### src/rtl/kuf_pkg.sv
// Shared types, sizes and codes for the union-find edge filter.
`default_nettype none

package kuf_pkg;

  // Size of the union-find store and derived widths.
  localparam int unsigned MAX_CELLS = 4096;
  localparam int unsigned CELL_W    = $clog2(MAX_CELLS);
  localparam int unsigned TOTAL_W   = CELL_W + 1;

  // Fixed field widths.
  localparam int unsigned POS_W  = 6;
  localparam int unsigned CFG_W  = 7;
  localparam int unsigned CNT_W  = 12;
  localparam int unsigned RANK_W = 4;
  localparam int unsigned RANK_MAX = (1 << RANK_W) - 1;
  localparam int unsigned CNT_MAX  = (1 << CNT_W) - 1;

  // Width that holds any cell index sum and the cell limit itself.
  localparam int unsigned IDX_W = POS_W + 1 + CFG_W + 1;
  localparam int unsigned SUM_W = (IDX_W > TOTAL_W) ? IDX_W : TOTAL_W;
  localparam int unsigned SAT_W = (CELL_W > CNT_W) ? CELL_W : CNT_W;

  // Queue between the classifier and the union-find engine.
  localparam int unsigned FIFO_DEPTH = 4;
  localparam int unsigned FIFO_PTR_W = $clog2(FIFO_DEPTH);

  // Configuration port.
  localparam int unsigned APB_ADDR_W = 3;
  localparam int unsigned APB_DATA_W = 32;
  localparam logic        REG_GRID_WIDTH  = 1'b0;
  localparam logic        REG_GRID_HEIGHT = 1'b1;
  localparam logic [CFG_W-1:0] GRID_RESET = 7'd64;

  // Grid configuration as seen by the front and back parts.
  typedef struct packed {
    logic [CFG_W-1:0] width;
    logic [CFG_W-1:0] height;
  } cfg_t;

  // One classified edge word.
  typedef struct packed {
    logic [CELL_W-1:0] cell_a;
    logic [CELL_W-1:0] cell_b;
    logic              off_grid;
  } edge_t;

  // One entry of the union-find store.
  typedef struct packed {
    logic [RANK_W-1:0] rank;
    logic [CELL_W-1:0] parent;
  } uf_word_t;

  localparam int unsigned UF_W = RANK_W + CELL_W;

  // Status of the back part as seen by the top level.
  typedef struct packed {
    logic clearing;
  } back_status_t;

  // Joined-edge count limited to the width of the result field.
  function automatic logic [CNT_W-1:0] sat_count(input logic [CELL_W-1:0] count);
    logic [SAT_W-1:0] ext;
    ext = SAT_W'(count);
    if (ext > SAT_W'(CNT_MAX)) begin
      return CNT_W'(CNT_MAX);
    end
    return CNT_W'(ext);
  endfunction

endpackage

`default_nettype wire

### src/rtl/kuf_front.sv
// Front part: takes wall edges, forms both cell indices and flags off-grid edges.
`default_nettype none

module kuf_front import kuf_pkg::*; (
  input  wire              clk_i,
  input  wire              rst_ni,
  input  cfg_t             cfg_i,
  input  wire              clearing_i,
  input  wire              push_i,
  output logic             full_o,
  input  wire [POS_W-1:0]  cell_row_i,
  input  wire [POS_W-1:0]  cell_col_i,
  input  wire              wall_dir_i,
  output logic             edge_push_o,
  output edge_t            edge_o,
  input  wire              edge_full_i
);

  logic             valid_q;
  logic [POS_W-1:0] row_q, col_q;
  logic             dir_q;
  logic             take;
  logic [SUM_W-1:0] r1, c1, r2, c2, w, h, a, b, lim;
  logic             outside;

  // The stage holds one raw edge; it frees up once the queue takes the word.
  assign full_o      = (valid_q && edge_full_i) || clearing_i;
  assign take        = push_i && !full_o;
  assign edge_push_o = valid_q && !edge_full_i;

  always_ff @(posedge clk_i or negedge rst_ni) begin
    if (!rst_ni) begin
      valid_q <= 1'b0;
    end else if (take) begin
      valid_q <= 1'b1;
    end else if (edge_push_o) begin
      valid_q <= 1'b0;
    end
  end

  always_ff @(posedge clk_i) begin
    if (take) begin
      row_q <= cell_row_i;
      col_q <= cell_col_i;
      dir_q <= wall_dir_i;
    end
  end

  // Cell numbering row*width+col for both cells, and the grid bounds check.
  always_comb begin
    r1  = SUM_W'(row_q);
    c1  = SUM_W'(col_q);
    w   = SUM_W'(cfg_i.width);
    h   = SUM_W'(cfg_i.height);
    lim = SUM_W'(MAX_CELLS);
    r2  = r1 + SUM_W'(dir_q);
    c2  = c1 + SUM_W'(!dir_q);
    a   = r1 * w + c1;
    b   = a + (dir_q ? w : SUM_W'(1));
    outside = (r2 >= h) || (c2 >= w) || (a >= lim) || (b >= lim);
    edge_o.cell_a   = a[CELL_W-1:0];
    edge_o.cell_b   = b[CELL_W-1:0];
    edge_o.off_grid = outside;
  end

endmodule

`default_nettype wire

### config.mk
export PLATFORM = sky130hd
export DESIGN_NAME = kuf_front
export DESIGN_NICKNAME = d
export VERILOG_FILES = /design/src/rtl/kuf_pkg.sv /design/src/rtl/kuf_front.sv
export SDC_FILE = /design/constraint.sdc
export NUM_CORES = 1
export LEC_CHECK = 0
export BUFFER_PORTS_ARGS = -buffer_cell sky130_fd_sc_hd__buf_2
export CAP_MARGIN = 5
export CORE_AREA = 4 4 80 82
export DETAILED_ROUTE_END_ITERATION = 12
export DIE_AREA = 0 0 84 86
export PLACE_DENSITY = 0.77
export REMOVE_ABC_BUFFERS = 1
export SYNTH_ARGS = -nofsm -noshare
export SYNTH_HDL_FRONTEND = slang
export SYNTH_SLANG_ARGS = --single-unit
### constraint.sdc
create_clock -name clk_i -period 7.8 [get_ports clk_i]
set_input_delay 0.39 -clock clk_i [delete_from_list [all_inputs] [get_ports clk_i]]
set_output_delay 0.39 -clock clk_i [all_outputs]
set_load 0.03 [all_outputs]
Word-level counts from Yosys, hierarchy flattened --
Cells that the tools add are included.
Operators by class: $add $sub $neg 4, multipliers 1, order comparisons 4, muxes and demuxes 3, reductions and logical operators 11
Operators by type and width (number):
- 14-bit by 7-bit adder with 15-bit output | 1
- 15-bit by 13-bit >= comparator with 1-bit output (second input constant) | 1
- 13-bit by 6-bit adder with 14-bit output | 1
- 6-bit by 1-bit adder with 7-bit output | 2
- 14-bit by 13-bit >= comparator with 1-bit output (second input constant) | 1
- 7-bit >= comparator | 2
- 6-bit by 7-bit multiplier with 13-bit output | 1
- 7-bit two-way mux | 1
- 1-bit logical OR | 4
- 1-bit logical AND | 3
- 1-bit zero test | 3
- 1-bit two-way mux | 2
- 2-bit nonzero test | 1
Storage, ports and cells: flip-flop bits (word level) 14, input bits 32, output and inout bits 27

Longest topological paths before layout --
word-level depth 6, gate-level depth with buffers 21, gate-level depth less buffers 19

Worst setup path before layout --
No wires, ideal clock.
path kind reg2out, from register row_q[2], to output port edge_o[12] in the netlist's numbering, data arrival time 5.461 ns, required time 7.410 ns, setup slack 1.949 ns, cell stages (with the launch flop) 21, buffers on the path 1, cell sequence edfxtp_1 > clkbuf_1 > and2_1 > fa_1 > inv_1 > fa_1 > inv_1 > fa_1 > inv_1 > fa_1 > inv_1 > ha_1 > o211ai_1 > o21ai_2 > xor2_1 > ha_1 > o21ai_0 > nand2b_1 > nand4b_1 > nor3_1 > xor2_1
RTL lines:
- from (decl) | line kuf_front.sv:20 | logic [POS_W-1:0] row_q, col_q;
- from (signal assigned) | line kuf_front.sv:43 | row_q <= cell_row_i;
- to (decl) | line kuf_front.sv:15 | output edge_t edge_o,

==> flow_summary.ini <==
[timing]
setup_viol = 0
fin_crit_sh_pct = 77.2
final.setup.tns_ps = 0
fmax_ghz = 0.166
drv_slew = 0
fin_crit_ps = 6020
worst_slew_pin_slew_ps = 582
rsz0062_at_grt = false
finalClockSkew_ps = 2.71
finalHoldViolCount = 0
slew_headroom_pct = 60.7

[clock_tree]
hold_buffers = 1
cts_setup_buffers = 0
tritoncts = done
cts_sinks = 14
numCtsBuffers = 3
postCtsResizedCells = 0
htree_levels = 1
clkLatencyLatePin_ps = 240
clock_path_buffers = 2
cts-root-buf = clkbuf_8
clk_pin_slew_ps = 50

[placement]
portBuffers = 58
gp_congestion = 0.860
place_hpwl_um = 5080
dp.cells = 454

[route]
routed_wl_um = 5790
num_vias = 2350
final_antenna_net_count = 0
drtPass1Iterations = 4
wl_per_cell_um = 12.6
drtIter0Drc = 30
via_per_inst = 5.12
drc = 0

[run]
drv_cap = 0

[pwr]
p_int_uw = 440
p_switching_uw = 626
p_comb_share_pct = 86.0
seq_power_share_pct = 8.7
p_leak_nw = 1.79
swShare_pct = 58.7
p_per_area_nw_per_um2 = 310
vdd_drop_max_mv = 0.448
clock_power_share_pct = 5.3

[global_route]
grt_max_degree = 15
overflow = 0
grt_antenna_before_repair = 0
grt_pass1_vias = 2355
grt_usage_pct = 16.8
grt_pass1_wl_um = 10200

[final_layout]
fin_nets = 503
multi_input_area_um2 = 2420
fin_cells = 459
drive_above_1_share_pct = 19.8
seq_area_um2 = 415
syn_to_final_growth_pct = 13.5
num_antenna_cells = 0
nFillCells = 534
fin_util_pct = 59.9

[floorplan]
start_util_pct = 52.8
rows = 28
die_h_um = 86
die_x_um = 84
fp.dieArea_um2 = 7220
core_um2 = 5750
io_pins = 59

[critical_path]
cp.arrival_ps = 5630
critPathKind = reg -> out
r2r_setup_slack_ps = 6360
critPathMaxFanout = 11
crit_path_end_kind = primary output
worstPathRequired_ps = 7410
startpoint_type = flip-flop

[synthesis]
yosysSeqAreaShare_pct = 13.7
synth_enable_flop_cells = 13
netlist_top_cells_area = ha_1, fa_1, edfxtp_1
syn_inst = 327
ys_ff_latch = 14
yosysTopAreaCell = ha_1
synthTopCellsByCount = ha_1, inv_1, and2_1
avgSynthCellArea_um2 = 9.27
synthArstFlopShare_pct = 7.14
synth.most_common_cell = ha_1
synth_warnings = 0
synth.top_cell.area_share_pct = 25.2
synth_area_um2 = 3030
synthDistinctLibCells = 42
synthFlopType = edfxtp_1

[status]
status = finished clean

[hold_path]
worstHoldPathType = in -> reg
==> state kept, by name (all words and copies together), names as in the netlist <==
register	cells
col_q	6
row_q	6
dir_q	1
valid_q	1
==> metrics by stage <==
stage | hold WS [ps] | cell area [µm²] | worst slack (ps) | power, mW
2_1_floorplan | 94.4 | 3000 | 1990 | 0.813
3_3_place_gp | 166 | 3390 | 2260 | 1.00
3_5_place_dp | 168 | 3390 | 2080 | 1.01
4_1_cts | 321 | 3440 | 1820 | 1.08
5_1_grt | 320 | 3440 | 1540 | 1.15
6_report | 325 | 3440 | 1780 | 1.07
==> power by group through the flow <==
stage	combinational [mW]	clock, mW	sequential (mW)
floorplan	0.722	0	0.0917
global placement	0.911	0	0.0937
detailed placement	0.920	0	0.0938
CTS	0.925	0.0579	0.0924
global route	0.998	0.0628	0.0931
finish	0.917	0.0567	0.0923
==> worst max-delay path, cell delays in order (launching register included) <==
cell	delay [ps]
edfxtp_1	530
and2_1	240
fa_1	530
inv_1	50
fa_1	480
inv_1	60
fa_1	530
inv_1	50
fa_1	490
inv_1	40
ha_1	350
a21oi_1	240
o21ai_2	140
xor2_1	180
ha_1	250
o41ai_1	560
nor4_2	100
a311o_1	370
buf_2	180
==> placed cells by master, fill, tap and decap left out, types with 8 or more instances in the layout <==
| cell | n |
|---|---|
| ha_1 | 61 |
| buf_2 | 58 |
| inv_1 | 41 |
| and2_1 | 32 |
| fa_1 | 25 |
| nand2_1 | 23 |
| xnor2_1 | 17 |
| nor2_1 | 13 |
| a21oi_1 | 13 |
| edfxtp_1 | 13 |
| nand3_1 | 11 |
| xor2_1 | 8 |
| o21ai_0 | 8 |
==> final timing paths <==
kind / cells after the start / end / from
setup / recovery: 18 / edge_o[0] / row_q[2]
hold / removal: 1 / row_q[2] / cell_row_i[2]
setup reg to reg: 2 / col_q[3] / valid_q
hold reg to reg: 1 / valid_q / valid_q
max in group asynchronous: 2 / valid_q / rst_ni
min in group asynchronous: 2 / valid_q / rst_ni
==> final cells by class <==
type	count	share of cell area, %
Clock inverter	1	0.109
Clock buffer	3	1.20
Sequential cell	14	12.1
Timing Repair Buffer	59	8.73
Inverter	43	4.69
Tap cell	75	2.73
Multi-Input combinational cell	264	70.5
==> metal layers <==
metal  part of all wire [%]  vias to the layer above  global-route usage, %
li1                       -                     1215                      -
met1                     47                     1075                   22.4
met2                     46                       58                   30.0
met3                    5.8                        2                   1.34
met4                   0.62                        0                   3.36
met5                      0                        -                      0
==> logic make-up after synthesis <==
logic type / after synthesis / synth area share, %
AOI/OAI and AO/OA: 50 / 12.4
and+or+nand+nor: 101 / 17.6
buffers and inverters: 49 / 6.31
xor gates and xnor gates: 27 / 8.30
adders and majority gates: 86 / 41.7
DFF: 14 / 13.7
Note: power is estimated with default switching activity, not from simulation.
