### src/rtl/kuf_pkg.sv
// Shared types, sizes and codes for the union-find edge filter.
`default_nettype none

package kuf_pkg;

  // Size of the union-find store and derived widths.
  localparam int unsigned MAX_CELLS = 4096;
  localparam int unsigned CELL_W    = $clog2(MAX_CELLS);
  localparam int unsigned TOTAL_W   = CELL_W + 1;

  // Fixed field widths.
  localparam int unsigned POS_W  = 6;
  localparam int unsigned CFG_W  = 7;
  localparam int unsigned CNT_W  = 12;
  localparam int unsigned RANK_W = 4;
  localparam int unsigned RANK_MAX = (1 << RANK_W) - 1;
  localparam int unsigned CNT_MAX  = (1 << CNT_W) - 1;

  // Width that holds any cell index sum and the cell limit itself.
  localparam int unsigned IDX_W = POS_W + 1 + CFG_W + 1;
  localparam int unsigned SUM_W = (IDX_W > TOTAL_W) ? IDX_W : TOTAL_W;
  localparam int unsigned SAT_W = (CELL_W > CNT_W) ? CELL_W : CNT_W;

  // Queue between the classifier and the union-find engine.
  localparam int unsigned FIFO_DEPTH = 4;
  localparam int unsigned FIFO_PTR_W = $clog2(FIFO_DEPTH);

  // Configuration port.
  localparam int unsigned APB_ADDR_W = 3;
  localparam int unsigned APB_DATA_W = 32;
  localparam logic        REG_GRID_WIDTH  = 1'b0;
  localparam logic        REG_GRID_HEIGHT = 1'b1;
  localparam logic [CFG_W-1:0] GRID_RESET = 7'd64;

  // Grid configuration as seen by the front and back parts.
  typedef struct packed {
    logic [CFG_W-1:0] width;
    logic [CFG_W-1:0] height;
  } cfg_t;

  // One classified edge word.
  typedef struct packed {
    logic [CELL_W-1:0] cell_a;
    logic [CELL_W-1:0] cell_b;
    logic              off_grid;
  } edge_t;

  // One entry of the union-find store.
  typedef struct packed {
    logic [RANK_W-1:0] rank;
    logic [CELL_W-1:0] parent;
  } uf_word_t;

  localparam int unsigned UF_W = RANK_W + CELL_W;

  // Status of the back part as seen by the top level.
  typedef struct packed {
    logic clearing;
  } back_status_t;

  // Joined-edge count limited to the width of the result field.
  function automatic logic [CNT_W-1:0] sat_count(input logic [CELL_W-1:0] count);
    logic [SAT_W-1:0] ext;
    ext = SAT_W'(count);
    if (ext > SAT_W'(CNT_MAX)) begin
      return CNT_W'(CNT_MAX);
    end
    return CNT_W'(ext);
  endfunction

endpackage

`default_nettype wire

### src/rtl/kuf_fifo.sv
// Short word queue between the edge classifier and the union-find engine.
`default_nettype none

module kuf_fifo import kuf_pkg::*; (
  input  wire   clk_i,
  input  wire   rst_ni,
  input  wire   push_i,
  input  edge_t data_i,
  output logic  full_o,
  input  wire   pop_i,
  output logic  empty_o,
  output edge_t data_o
);

  edge_t                 mem_q [FIFO_DEPTH];
  logic [FIFO_PTR_W-1:0] wr_ptr_q, wr_ptr_d;
  logic [FIFO_PTR_W-1:0] rd_ptr_q, rd_ptr_d;
  logic [FIFO_PTR_W:0]   count_q, count_d;
  logic                  do_push, do_pop;

  assign full_o  = (count_q == (FIFO_PTR_W+1)'(FIFO_DEPTH));
  assign empty_o = (count_q == '0);
  assign do_push = push_i && !full_o;
  assign do_pop  = pop_i && !empty_o;
  assign data_o  = mem_q[rd_ptr_q];

  // Pointer and fill-level update.
  always_comb begin
    wr_ptr_d = wr_ptr_q;
    rd_ptr_d = rd_ptr_q;
    count_d  = count_q;
    if (do_push) begin
      wr_ptr_d = (wr_ptr_q == FIFO_PTR_W'(FIFO_DEPTH - 1)) ? '0 : wr_ptr_q + 1'b1;
    end
    if (do_pop) begin
      rd_ptr_d = (rd_ptr_q == FIFO_PTR_W'(FIFO_DEPTH - 1)) ? '0 : rd_ptr_q + 1'b1;
    end
    case ({do_push, do_pop})
      2'b10:   count_d = count_q + 1'b1;
      2'b01:   count_d = count_q - 1'b1;
      default: count_d = count_q;
    endcase
  end

  always_ff @(posedge clk_i or negedge rst_ni) begin
    if (!rst_ni) begin
      wr_ptr_q <= '0;
      rd_ptr_q <= '0;
      count_q  <= '0;
    end else begin
      wr_ptr_q <= wr_ptr_d;
      rd_ptr_q <= rd_ptr_d;
      count_q  <= count_d;
    end
  end

  // Storage of the queued words.
  always_ff @(posedge clk_i) begin
    if (do_push) begin
      mem_q[wr_ptr_q] <= data_i;
    end
  end

endmodule

`default_nettype wire

### config.mk
export PLATFORM = sky130hd
export DESIGN_NAME = kuf_fifo
export DESIGN_NICKNAME = d
export VERILOG_FILES = /design/src/rtl/kuf_pkg.sv /design/src/rtl/kuf_fifo.sv
export SDC_FILE = /design/constraint.sdc
export NUM_CORES = 1
export LEC_CHECK = 0
export BUFFER_PORTS_ARGS = -buffer_cell sky130_fd_sc_hd__buf_2
export CORE_AREA = 2 2 105 107
export DETAILED_ROUTE_END_ITERATION = 7
export DIE_AREA = 0 0 107 109
export GPL_TIMING_DRIVEN = 0
export PLACE_DENSITY = 0.66
export SLEW_MARGIN = 5
export SYNTH_ARGS = -nofsm -noshare
export SYNTH_HDL_FRONTEND = slang
export SYNTH_SLANG_ARGS = --single-unit
### constraint.sdc
create_clock -name clk_i -period 2.04 [get_ports clk_i]
set_input_delay 0.306 -clock clk_i [delete_from_list [all_inputs] [get_ports clk_i]]
set_output_delay 0.306 -clock clk_i [all_outputs]
set_load 0.005 [all_outputs]
---- Word-level counts from Yosys, hierarchy flattened ----
Memory sizes are Yosys's and may differ from the RTL's.
Index checks and enable logic that the tools add are counted.
word-level totals
  output and inout bits ................... 27
  RAM bits ................................ 100
  memories kept ........................... 1
  flip-flop bits (word level) ............. 7
  input port bits ......................... 29
operators by class
  reduce and logical (&&, ||, !) cells .... 6
  eq/ne operators ......................... 5
  add/subtract/negate cells ............... 4
  mux-type cells .......................... 5
memories
  name   words  bits a word  rd ports  clocked after Yosys merged registers in  wr ports  line            RTL
  mem_q  4      25           1         0                                        1         kuf_fifo.sv:15  edge_t mem_q [FIFO_DEPTH];
operators by type and width
  cell                 count
  $eq 2x2->1 const B   3
  $pmux 3 s2           1
  $add 2x1->2 const B  2
  $mux 2               2
  $add 3x1->3 const B  1
  $eq 3x3->1 const B   1
  $logic_not 3->1      1
  $sub 3x1->3 const B  1
  $eq 2x1->1 const B   1
  $logic_and 1x1->1    2
  $logic_not 1->1      2
  $mux 1               2
  $reduce_bool 2->1    1

---- Depth between registers and ports, before layout ----
Gate-level depths: netlist of the first run.
  depth after elaboration ................. 5
  gate-level depth with buffers ........... 9
  depth with buffers taken out ............ 9

---- Least setup slack after synthesis of the first run ----
No wires, ideal clock.
  path type ............................... register to register
  start ................................... reg count_q[0]
  end ..................................... reg count_q[2]
  cell stages (with the launch flop) ...... 10
  path buffers ............................ 0
  required time ........................... 1.961 ns
  slack ................................... 0.197 ns
  library setup time ...................... 0.079 ns
  period minus slack after synthesis ...... 1.843 ns
  arrival time ............................ 1.764 ns
  cell sequence ........................... dfrtp_1 -> nor3b_2 -> nor2b_2 -> inv_1 -> ha_1 -> inv_1 -> fa_1 -> xor2_1 -> nor2_1 -> xor2_1
between the ends
  word-level cells in the longest chain between the ends .. 5
  elaborated cells on any way between the ends .. 12
  classes of those cells .................. 2 x add/sub; 3 x eq/ne; 1 x mux; 6 x reduce/logical
RTL lines
  element                                                 line            RTL
  start, declared                                         kuf_fifo.sv:18  logic [FIFO_PTR_W:0] count_q, count_d;
  start signal, assigned                                  kuf_fifo.sv:53  count_q <= count_d;
  $eq 3x3->1 (*)                                          kuf_fifo.sv:21  assign full_o = (count_q == (FIFO_PTR_W+1)'(FIFO_DEPTH));
  via full_o                                              kuf_fifo.sv:9   output logic full_o,
  $logic_not 1->1 (*)                                     kuf_fifo.sv:23  assign do_push = push_i && !full_o;
  $logic_and 1x1->1 (*)                                   kuf_fifo.sv:23
  $eq 2x1->1 / $eq 2x2->1 (equally long branches)         kuf_fifo.sv:38  case ({do_push, do_pop})
  $pmux 3 s2 / $reduce_bool 2->1 (equally long branches)  -
The timed path passes the listed nets; every way through them passes the cells marked *.
A chain may end at the register's enable or synchronous reset.

==> reports/metrics.yaml, run 1 <==
cts_tree: "yes"
synth_area_um2: 4110
synthFlopType: "edfxtp_1"
fin_hold_ws_ns: 0.147
grtUsageTotal_pct: 12.3
maxCapViolCount: 0
viasPerCell: 4.72
finalWorstSetupSlack_ns: 0.00326
nets: 286
max-vdd-ir-drop_uv: 491
skew_ns: 0.0114
dp_hpwl_um: 4020
fin_crit_ns: 2.04
cts_buffer_depth: 2
fin_crit_sh_pct: 99.8
gr-total-overflow: 0
crit_type: "reg2out"
finalSetupViolCount: 0
grt_start_max_net_pins: 26
ant_nets: 0
n_antenna_cell: 0
synth_warnings: 0
startpoint_type: "flip-flop"
cp.arrival_ns: 1.73
grt_pass1_wl_um: 10200
yosysMostFrequentCell: "edfxtp_1"
clkTransAtPathRegs_ns: 0.11
async_flop_share_pct: 6.54
cts_buffers: 9
slew_headroom_pct: 52.3
syn_area_per_cell_um2: 24.0
grt_setup_unrepaired: "yes"
synth_area_leaders: "edfxtp_1, mux4_2, mux4_1"
ys_seq_area_share_pct: 77.4
portBuffers: 55
tightestPinTransition_ns: 0.715
max_freq_mhz: 491
syn_inst: 171
cp_max_fo: 5
pin_count: 56
die_w_um: 107
gp_congestion: 0.702
p_leak_nw: 1.77
drc: 0
vias: 1866
status: "finished clean"
core_area_um2: 10600
synth_area_leader_cell: "edfxtp_1"
endpoint_kind: "output port"
drive_gt1_share_pct: 48.6
pre_cts_ws_ns: 0.0490
hold_path.class: "in2reg"
synth.cells.most_frequent: "edfxtp_1, mux4_2, dfrtp_1, inv_1, mux4_1"
setup_tns_ns: 0
hold_viol: 0
post_drt_wl_per_cell_um: 17.2
start_util_pct: 38.7
antenna_found_initial: 0
final_max_slew_viol_count: 0
routed_wl_um: 6800
drt_iter0_markers: 96
p_per_area_nw_per_um2: 1360
ys_types: 20
first_pass_iters: 4
ys_ff_latch: 107
netlist.area_leader.share_pct: 73.1
cp.required_ns: 1.73
die_h_um: 109
rows: 38
clock_latency_ns: 0.37
syn2layout_area_growth_pct: 20.3
htree_levels: 3
place_area_um2: 4560
synth-edff-count: 100
clkSinkCount: 107
synth_nets: 207
grt_pass1_vias: 1938
stdcell_area_um2: 4940
clockRootBuffer: "clkbuf_8"
die_area_um2: 11700
[per-stage QoR]
| stage | std cells | power (mW) | utilization [%] |
|---|---|---|---|
| 3_5_place_dp | 366 | 5.17 | 43.0 |
| 4_1_cts | 390 | 6.54 | 45.6 |
| 2_1_floorplan | 171 | 4.41 | - |
| 6_report | 395 | 6.72 | 46.6 |
| 3_3_place_gp | 366 | 5.11 | 43.0 |
| 5_1_grt | 395 | 7.14 | 46.6 |
[power by group]
| group | switching, mW | internal [mW] | total, mW |
|---|---|---|---|
| Clock | 0.766 | 0.490 | 1.26 |
| Combinational | 1.04 | 1.36 | 2.40 |
| Sequential | 0.145 | 2.92 | 3.06 |
[state kept, by name, indices dropped and copies added (netlist names)]
| register | flops |
|---|---|
| count_q | 3 |
| mem_q | 100 |
| wr_ptr_q | 2 |
| rd_ptr_q | 2 |
[final timing paths]
check / depth (start not counted) / to / slack (ns) / start
hold / removal: 1 / mem_q[1][12] / 0.15 / data_i[12]
min in group asynchronous: 2 / count_q[1] / 0.29 / rst_ni
max in group asynchronous: 2 / rd_ptr_q[0] / 1.58 / rst_ni
setup / recovery: 4 / data_o[9] / 0.003 / rd_ptr_q[0]
hold reg to reg: 1 / count_q[2] / 0.51 / count_q[2]
setup reg to reg: 9 / count_q[2] / 0.11 / count_q[1]
[final cells by class]
type / instances / area, um2
Fill cell: 887 / 5660
Inverter: 7 / 26.3
Sequential cell: 107 / 3180
Multi-Input combinational cell: 51 / 817
Timing Repair Buffer: 68 / 454
Clock inverter: 7 / 81.3
Buffer: 6 / 81.3
Tap cell: 140 / 175
Clock buffer: 9 / 124
[cell families (layout without fill, tap and decap cells)]
logic type                 Yosys count  after routing  synth area share (%)
and+or+nand+nor                     11             11                  1.68
muxes                               30             30                  15.7
DFF                                107            107                  77.4
adders and majority gates            7              7                  2.32
xor gates and xnor gates             3              3                 0.640
buffers and inverters               13             97                  2.26
[routing by layer]
metal | global-route usage, % | vias to the layer above | share of wire [%] | routed length [um]
li1 | - | 856 | - | -
met1 | 14.0 | 955 | 42 | 2850
met2 | 21.6 | 48 | 52 | 3550
met3 | 4.30 | 7 | 4.8 | 326
met4 | 4.45 | 0 | 1.1 | 78
met5 | 0 | - | 0 | 0
[cell usage in the layout, fill, tap and decap left out, types with 2 or more instances in the layout]
master     Yosys  layout
and2_2         0       4
buf_12         2       2
buf_2          3      52
buf_4          0       8
buf_6          1       6
clkbuf_16      0       3
clkbuf_8       0       9
clkinv_4       0       2
clkinv_8       0       2
dfrtp_1        7       6
edfxtp_1     100     100
ha_1           6       6
inv_1          7       7
inv_8          0       2
mux2_2         4       4
mux4_2        18      24
nor2_1         3       3
xor2_1         2       2
[timing repair]
item / CTS / global route
setup buffers: 7 / 2
gates resized for setup: 3 / 14
hold endpoints to repair: 7 / 0
pin swaps: 0 / 1
setup endpoints to repair: 19 / 25
cloned: 0 / 3
hold buffers: 1 / 0
[worst max-delay path, cell delays in order, from the launching register on]
cell and delay [ns]:
dfrtp_2 0.43, clkbuf_16 0.16, clkbuf_16 0.14, mux4_2 0.49
buf_2 0.14
Note: power is estimated with default switching activity, not from simulation.
==> run 2, diff against run 1 <==
--- a/config.mk
+++ b/config.mk
@@ -6,11 +6,13 @@
 export NUM_CORES = 1
 export LEC_CHECK = 0
 export BUFFER_PORTS_ARGS = -buffer_cell sky130_fd_sc_hd__buf_2
+export CELL_PAD_IN_SITES_DETAIL_PLACEMENT = 1
+export CELL_PAD_IN_SITES_GLOBAL_PLACEMENT = 2
 export CORE_AREA = 2 2 105 107
 export DETAILED_ROUTE_END_ITERATION = 7
 export DIE_AREA = 0 0 107 109
 export GPL_TIMING_DRIVEN = 0
-export PLACE_DENSITY = 0.66
+export PLACE_DENSITY = 0.79
 export SLEW_MARGIN = 5
 export SYNTH_ARGS = -nofsm -noshare
 export SYNTH_HDL_FRONTEND = slang
==> run 2 against run 1 <==
  * Die area did not move
  * Cell area fell by 2.5%
  * Cell count fell by 1.0%
  * Fmax barely moved
  * Clock skew barely moved
  * Worst hold slack improved by 0.0021 ns
  * Global-route usage rose by 0.98 points
  * Flip-flop and latch count did not move
  * Core utilization fell by 1.2 points
==> reports/metrics.yaml, run 2 (same netlist as run 1, synthesis figures left out) <==
status: "finished clean"
drc: 0  # unchanged
htree_levels: 3  # unchanged
grtUsageTotal_pct: 13.3  # +0.98 points
rows: 38  # unchanged
drt_iter0_markers: 82  # -15%
maxUsedRoutingLayer: "met4"
p_per_area_nw_per_um2: 1350  # -0.69%
viasPerCell: 4.80  # +1.7%
post_drt_wl_per_cell_um: 18.6  # +7.9%
portBuffers: 55  # unchanged
hold_viol: 0  # unchanged
pwr-share-comb_pct: 33.4  # -2.3 points
grt_pass1_vias: 2106  # +8.7%
skew_ns: 0.0110  # -0.000441 ns
vias: 1878  # +0.64%
p_int_mw: 4.64  # -2.6%
first_pass_iters: 5  # +1
post-route-util_pct: 45.4  # -1.2 points
p_total_mw: 6.50  # -3.2%
p_sw_share_pct: 28.6  # -0.47 points
cp.arrival_ns: 1.73  # about the same
drive_gt1_share_pct: 46.0  # -2.6 points
max-vdd-ir-drop_uv: 617  # +26%
die_area_um2: 11700  # unchanged
crit_type: "reg2out"
finalSetupViolCount: 0  # unchanged
clkSinkCount: 107  # unchanged
top_register: "mem_q"
pwr-share-clk_pct: 19.5  # +0.8 points
start_util_pct: 38.7  # unchanged
pwr-share-seq_pct: 47.1  # +1.5 points
gr-total-overflow: 0  # unchanged
met2_length_um: 3710  # +4.6%
tightestPinTransition_ns: 0.735  # +0.0198 ns
placed_cells: 366  # unchanged
clock_latency_ns: 0.36  # about the same
grt_setup_unrepaired: "yes"
routed_wl_um: 7260  # +6.8%
cts_tree: "yes"
final_max_slew_viol_count: 0  # unchanged
m1WireLength_um: 3130  # +10%
clockRootBuffer: "clkbuf_8"
slew_headroom_pct: 51.0  # -1.3 points
n_fill_cell: 998  # +13%
pin_count: 56  # unchanged
cts_buffers: 9  # unchanged
nets: 281  # -1.7%
grt_pass1_wl_um: 11200  # +9.5%
met3_length_um: 300  # -8.0%
switching_power_mw: 1.86  # -4.8%
setup_tns_ns: 0  # unchanged
fin_crit_sh_pct: 99.8  # about the same
maxCapViolCount: 0  # unchanged
antenna_found_initial: 1  # +1
crit_path_cell_trace: "buf_6, buf_12, mux4_2, buf_2"
cts_buffer_depth: 2  # unchanged
startpoint_type: "flip-flop"
gp_congestion: 0.629  # -10%
clkTransAtPathRegs_ns: 0.10  # about the same
dp_hpwl_um: 4470  # +11%
core_area_um2: 10600  # unchanged
cpMaxStageDelayCell: "mux4_2"
final_common_cell: "edfxtp_1"
instances_no_fill: 391  # -1.0%
fin_crit_ns: 2.04  # -0.000563 ns
max_stage_delay_ns: 0.52  # +0.03 ns
mostFrequentLayoutCells: "edfxtp_1, buf_2, mux4_2"
max_freq_mhz: 491  # about the same
reg_top3: "mem_q x100, count_q x3"
die_h_um: 109  # unchanged
cp.required_ns: 1.73  # about the same
cp_max_fo: 10  # +5
hold_path.class: "in2reg"
p_leak_nw: 1.71  # -3.3%
largest_register_ffs: 100  # unchanged
die_w_um: 107  # unchanged
ant_nets: 0  # unchanged
endpoint_kind: "output port"
grt_start_max_net_pins: 26  # unchanged
syn2layout_area_growth_pct: 17.3
run 2: path summary, 6_finish.rpt:
path | startpoint | end | slack, ns | cells after the start
max | rd_ptr_q[0] | data_o[15] | 0.004 | 4
min | data_i[24] | mem_q[1][24] | 0.15 | 1
max reg2reg | count_q[0] | count_q[2] | 0.11 | 9
min reg2reg | count_q[2] | count_q[2] | 0.50 | 1
max in group asynchronous | rst_ni | rd_ptr_q[1] | 1.59 | 2
min in group asynchronous | rst_ni | count_q[2] | 0.29 | 2
run 2: layout make-up:
| class | count | area (um2) | share of cell area (%) |
|---|---|---|---|
| multi-input cells | 51 | 821 | 17.1 |
| repair buffers | 63 | 344 | 7.15 |
| plain buffers | 6 | 75.1 | 1.56 |
| diodes | 1 | 2.50 | 0.0520 |
| flip-flops and latches | 107 | 3180 | 66.0 |
| clock buffers | 10 | 128 | 2.65 |
| clock inverters | 6 | 63.8 | 1.33 |
| well taps | 140 | 175 | 3.64 |
| inverters | 7 | 26.3 | 0.546 |
run 2: power groups by stage:
stage,sequential [mW],clock (mW),combinational (mW)
6_report,3.07,1.27,2.17
2_1_floorplan,3.06,0,1.35
5_1_grt,3.11,1.38,2.38
3_5_place_dp,3.12,0,2.07
3_3_place_gp,3.09,0,2.02
4_1_cts,3.07,1.30,2.18
run 2: through the flow:
step / instance area (um2) / hold WS (ns) / setup WS, ns
floorplan: 4110 / 0.0104 / 0.197
global placement: 4560 / 0.151 / -0.362
detailed placement: 4560 / 0.152 / 0.103
CTS: 4800 / 0.133 / -0.0373
global route: 4810 / 0.144 / -0.0842
finish: 4810 / 0.149 / 0.00382
run 2: critical path: cells and delay by family (launching register included):
family   cells  cell delay, ns
mux          1            0.52
buf+inv      3            0.46
flops        1            0.38
run 2: layer usage:
layer | GRT usage [%] | vias up
li1 | - | 847
met1 | 15.9 | 976
met2 | 22.9 | 46
met3 | 3.23 | 9
met4 | 6.12 | 0
met5 | 0 | -
run 2: repair_timing:
action,4_1_cts,5_1_grt
setup buffers,5,2
resized for setup,4,5
setup endpoints to repair,19,23
hold buffers,1,0
pin swaps,0,1
endpoints found under the hold margin,7,0
==> run 3, diff against run 2 <==
--- a/config.mk
+++ b/config.mk
@@ -13,6 +13,7 @@
 export DIE_AREA = 0 0 107 109
 export GPL_TIMING_DRIVEN = 0
 export PLACE_DENSITY = 0.79
+export REMOVE_ABC_BUFFERS = 1
 export SLEW_MARGIN = 5
 export SYNTH_ARGS = -nofsm -noshare
 export SYNTH_HDL_FRONTEND = slang
==> run 3 against run 2 <==
  * Flip-flop and latch count stayed put
  * Routed wire length is 6.1% lower
  * Sequential power is 5% higher
  * Combinational power is 11% lower
  * Sequential share of layout area is 1.0 points higher
  * Core utilization is 0.55 points lower
==> reports/metrics.yaml, run 3 (same netlist as run 1, synthesis figures left out) <==
place_area_um2: 4520  # -0.82%
syn2layout_area_growth_pct: 15.8
gr-usage-met3_pct: 2.93  # -0.30 points
htree_levels: 3  # unchanged
drc: 0  # unchanged
cp_max_fo: 11  # +1
die_h_um: 109  # unchanged
hold_path.class: "in2reg"
rows: 38  # unchanged
start_util_pct: 38.7  # unchanged
die_area_um2: 11700  # unchanged
maxCapViolCount: 0  # unchanged
viasPerCell: 4.80  # about the same
mostFrequentLayoutCells: "edfxtp_1, buf_2, mux4_2"
grtUsageTotal_pct: 12.5  # -0.76 points
gr-total-overflow: 0  # unchanged
clkSinkCount: 107  # unchanged
cts_tree: "yes"
max_freq_mhz: 502  # +2.3%
finalSetupViolCount: 0  # unchanged
endpoint_kind: "output port"
reg_top3: "mem_q x100, count_q x3"
grt_pass1_wl_um: 10700  # -4.5%
ant_nets: 0  # unchanged
fin_crit_ns: 1.99  # -0.0461 ns
final_max_slew_viol_count: 0  # unchanged
skew_ns: 0.0123  # +0.00134 ns
slew_headroom_pct: 50.7  # -0.37 points
status: "finished clean"
antenna_found_initial: 0  # -1
cp.arrival_ns: 1.68  # -0.05 ns
cp.required_ns: 1.73  # about the same
clockRootBuffer: "clkbuf_8"
post-route-util_pct: 44.8  # -0.55 points
largest_register_ffs: 100  # unchanged
max-vdd-ir-drop_uv: 872  # +41%
grt_setup_unrepaired: "yes"
cts_buffers: 9  # unchanged
hold_viol: 0  # unchanged
drive_gt1_share_pct: 46.3  # +0.25 points
first_pass_iters: 4  # -1
cts_buffer_depth: 2  # unchanged
gp_congestion: 0.643  # +2.1%
startpoint_type: "flip-flop"
top_usage_layer: "met2"
core_area_um2: 10600  # unchanged
portBuffers: 55  # unchanged
nets: 271  # -3.6%
clock_latency_ns: 0.35  # about the same
n_antenna_cell: 0  # -1
tightestPinTransition_ns: 0.740  # +0.00550 ns
drt_iter0_markers: 46  # -44%
pin_count: 56  # unchanged
vias: 1825  # -2.8%
routed_wl_um: 6820  # -6.1%
stdcell_area_um2: 4750  # -1.2%
grt_start_max_net_pins: 28  # +7.7%
p_per_area_nw_per_um2: 1330  # -1.9%
crit_type: "reg2out"
fin_crit_sh_pct: 97.6  # -2.3 points
use_met1_pct: 15.7  # -0.13 points
grt_pass1_vias: 2034  # -3.4%
p_total_mw: 6.30  # -3.1%
die_w_um: 107  # unchanged
post_drt_wl_per_cell_um: 17.9  # -3.4%
p_leak_nw: 1.65  # -3.5%
clkTransAtPathRegs_ns: 0.10  # about the same
dp_hpwl_um: 4110  # -8.0%
final_common_cell: "edfxtp_1"
finalWorstSetupSlack_ns: 0.0499  # +0.0461 ns
pre_cts_ws_ns: -0.0218  # -0.125 ns
top_register: "mem_q"
met2_usage_pct: 21.3  # -1.6 points
[run 3: changes by cell type in the layout (fill, tap and decap cells not counted), sizes merged]
| cell | delta |
|---|---|
| clkinvlp | +2 |
| bufinv | -1 |
| diode | -1 |
| buf | -11 |
[run 3: final timing paths]
| check | startpoint | end | slack, ns | cells after the start |
|---|---|---|---|---|
| setup / recovery | rd_ptr_q[0] | data_o[19] | 0.05 | 3 |
| hold / removal | data_i[20] | mem_q[2][20] | 0.16 | 1 |
| setup reg to reg | count_q[0] | count_q[2] | 0.11 | 9 |
| hold reg to reg | count_q[2] | count_q[2] | 0.51 | 1 |
| max in group asynchronous | rst_ni | rd_ptr_q[0] | 1.56 | 2 |
| min in group asynchronous | rst_ni | wr_ptr_q[0] | 0.31 | 2 |
[run 3: layout make-up]
cell class                 instances  area, um2
multi-input combinational         51        820
clock inverter                     7       52.6
inverter                           7       26.3
tap                              140        175
timing repair buffer              59        370
fill                             998       5850
clock buffer                       9        124
sequential                       107       3190
[run 3: where the power goes]
part	switching (mW)	internal (mW)	leakage, nW	total, mW
sequential	0.278	2.93	0.995	3.21
clock	0.696	0.448	0.0795	1.14
combinational	0.847	1.10	0.574	1.94
[run 3: metal layers]
| metal | wire, um | vias to the layer above |
|---|---|---|
| met4 | 74 | 0 |
| met1 | 2930 | 949 |
| met3 | 303 | 8 |
| met5 | 0 | - |
| li1 | - | 821 |
| met2 | 3510 | 47 |
[run 3: critical path: stages (launching register included)]
cell and delay [ns]:
dfrtp_4 0.49, buf_12 0.17, mux4_2 0.53, buf_6 0.13
[run 3: metrics by stage]
step                setup TNS (ns)  instances  hold slack [ns]
CTS                         -0.116        379            0.147
global route               -0.0984        380            0.145
global placement            -51.77        360            0.148
detailed placement         -0.0917        361            0.146
floorplan                   -0.636        165           0.0104
finish                           0        380            0.164
[run 3: what timing repair did]
item,4_1_cts,5_1_grt
setup endpoints to repair,25,14
resized for setup,4,10
endpoints found under the hold margin,7,0
pin swaps,0,1
gates cloned,0,1
buffers inserted,1,0
hold buffers,1,0
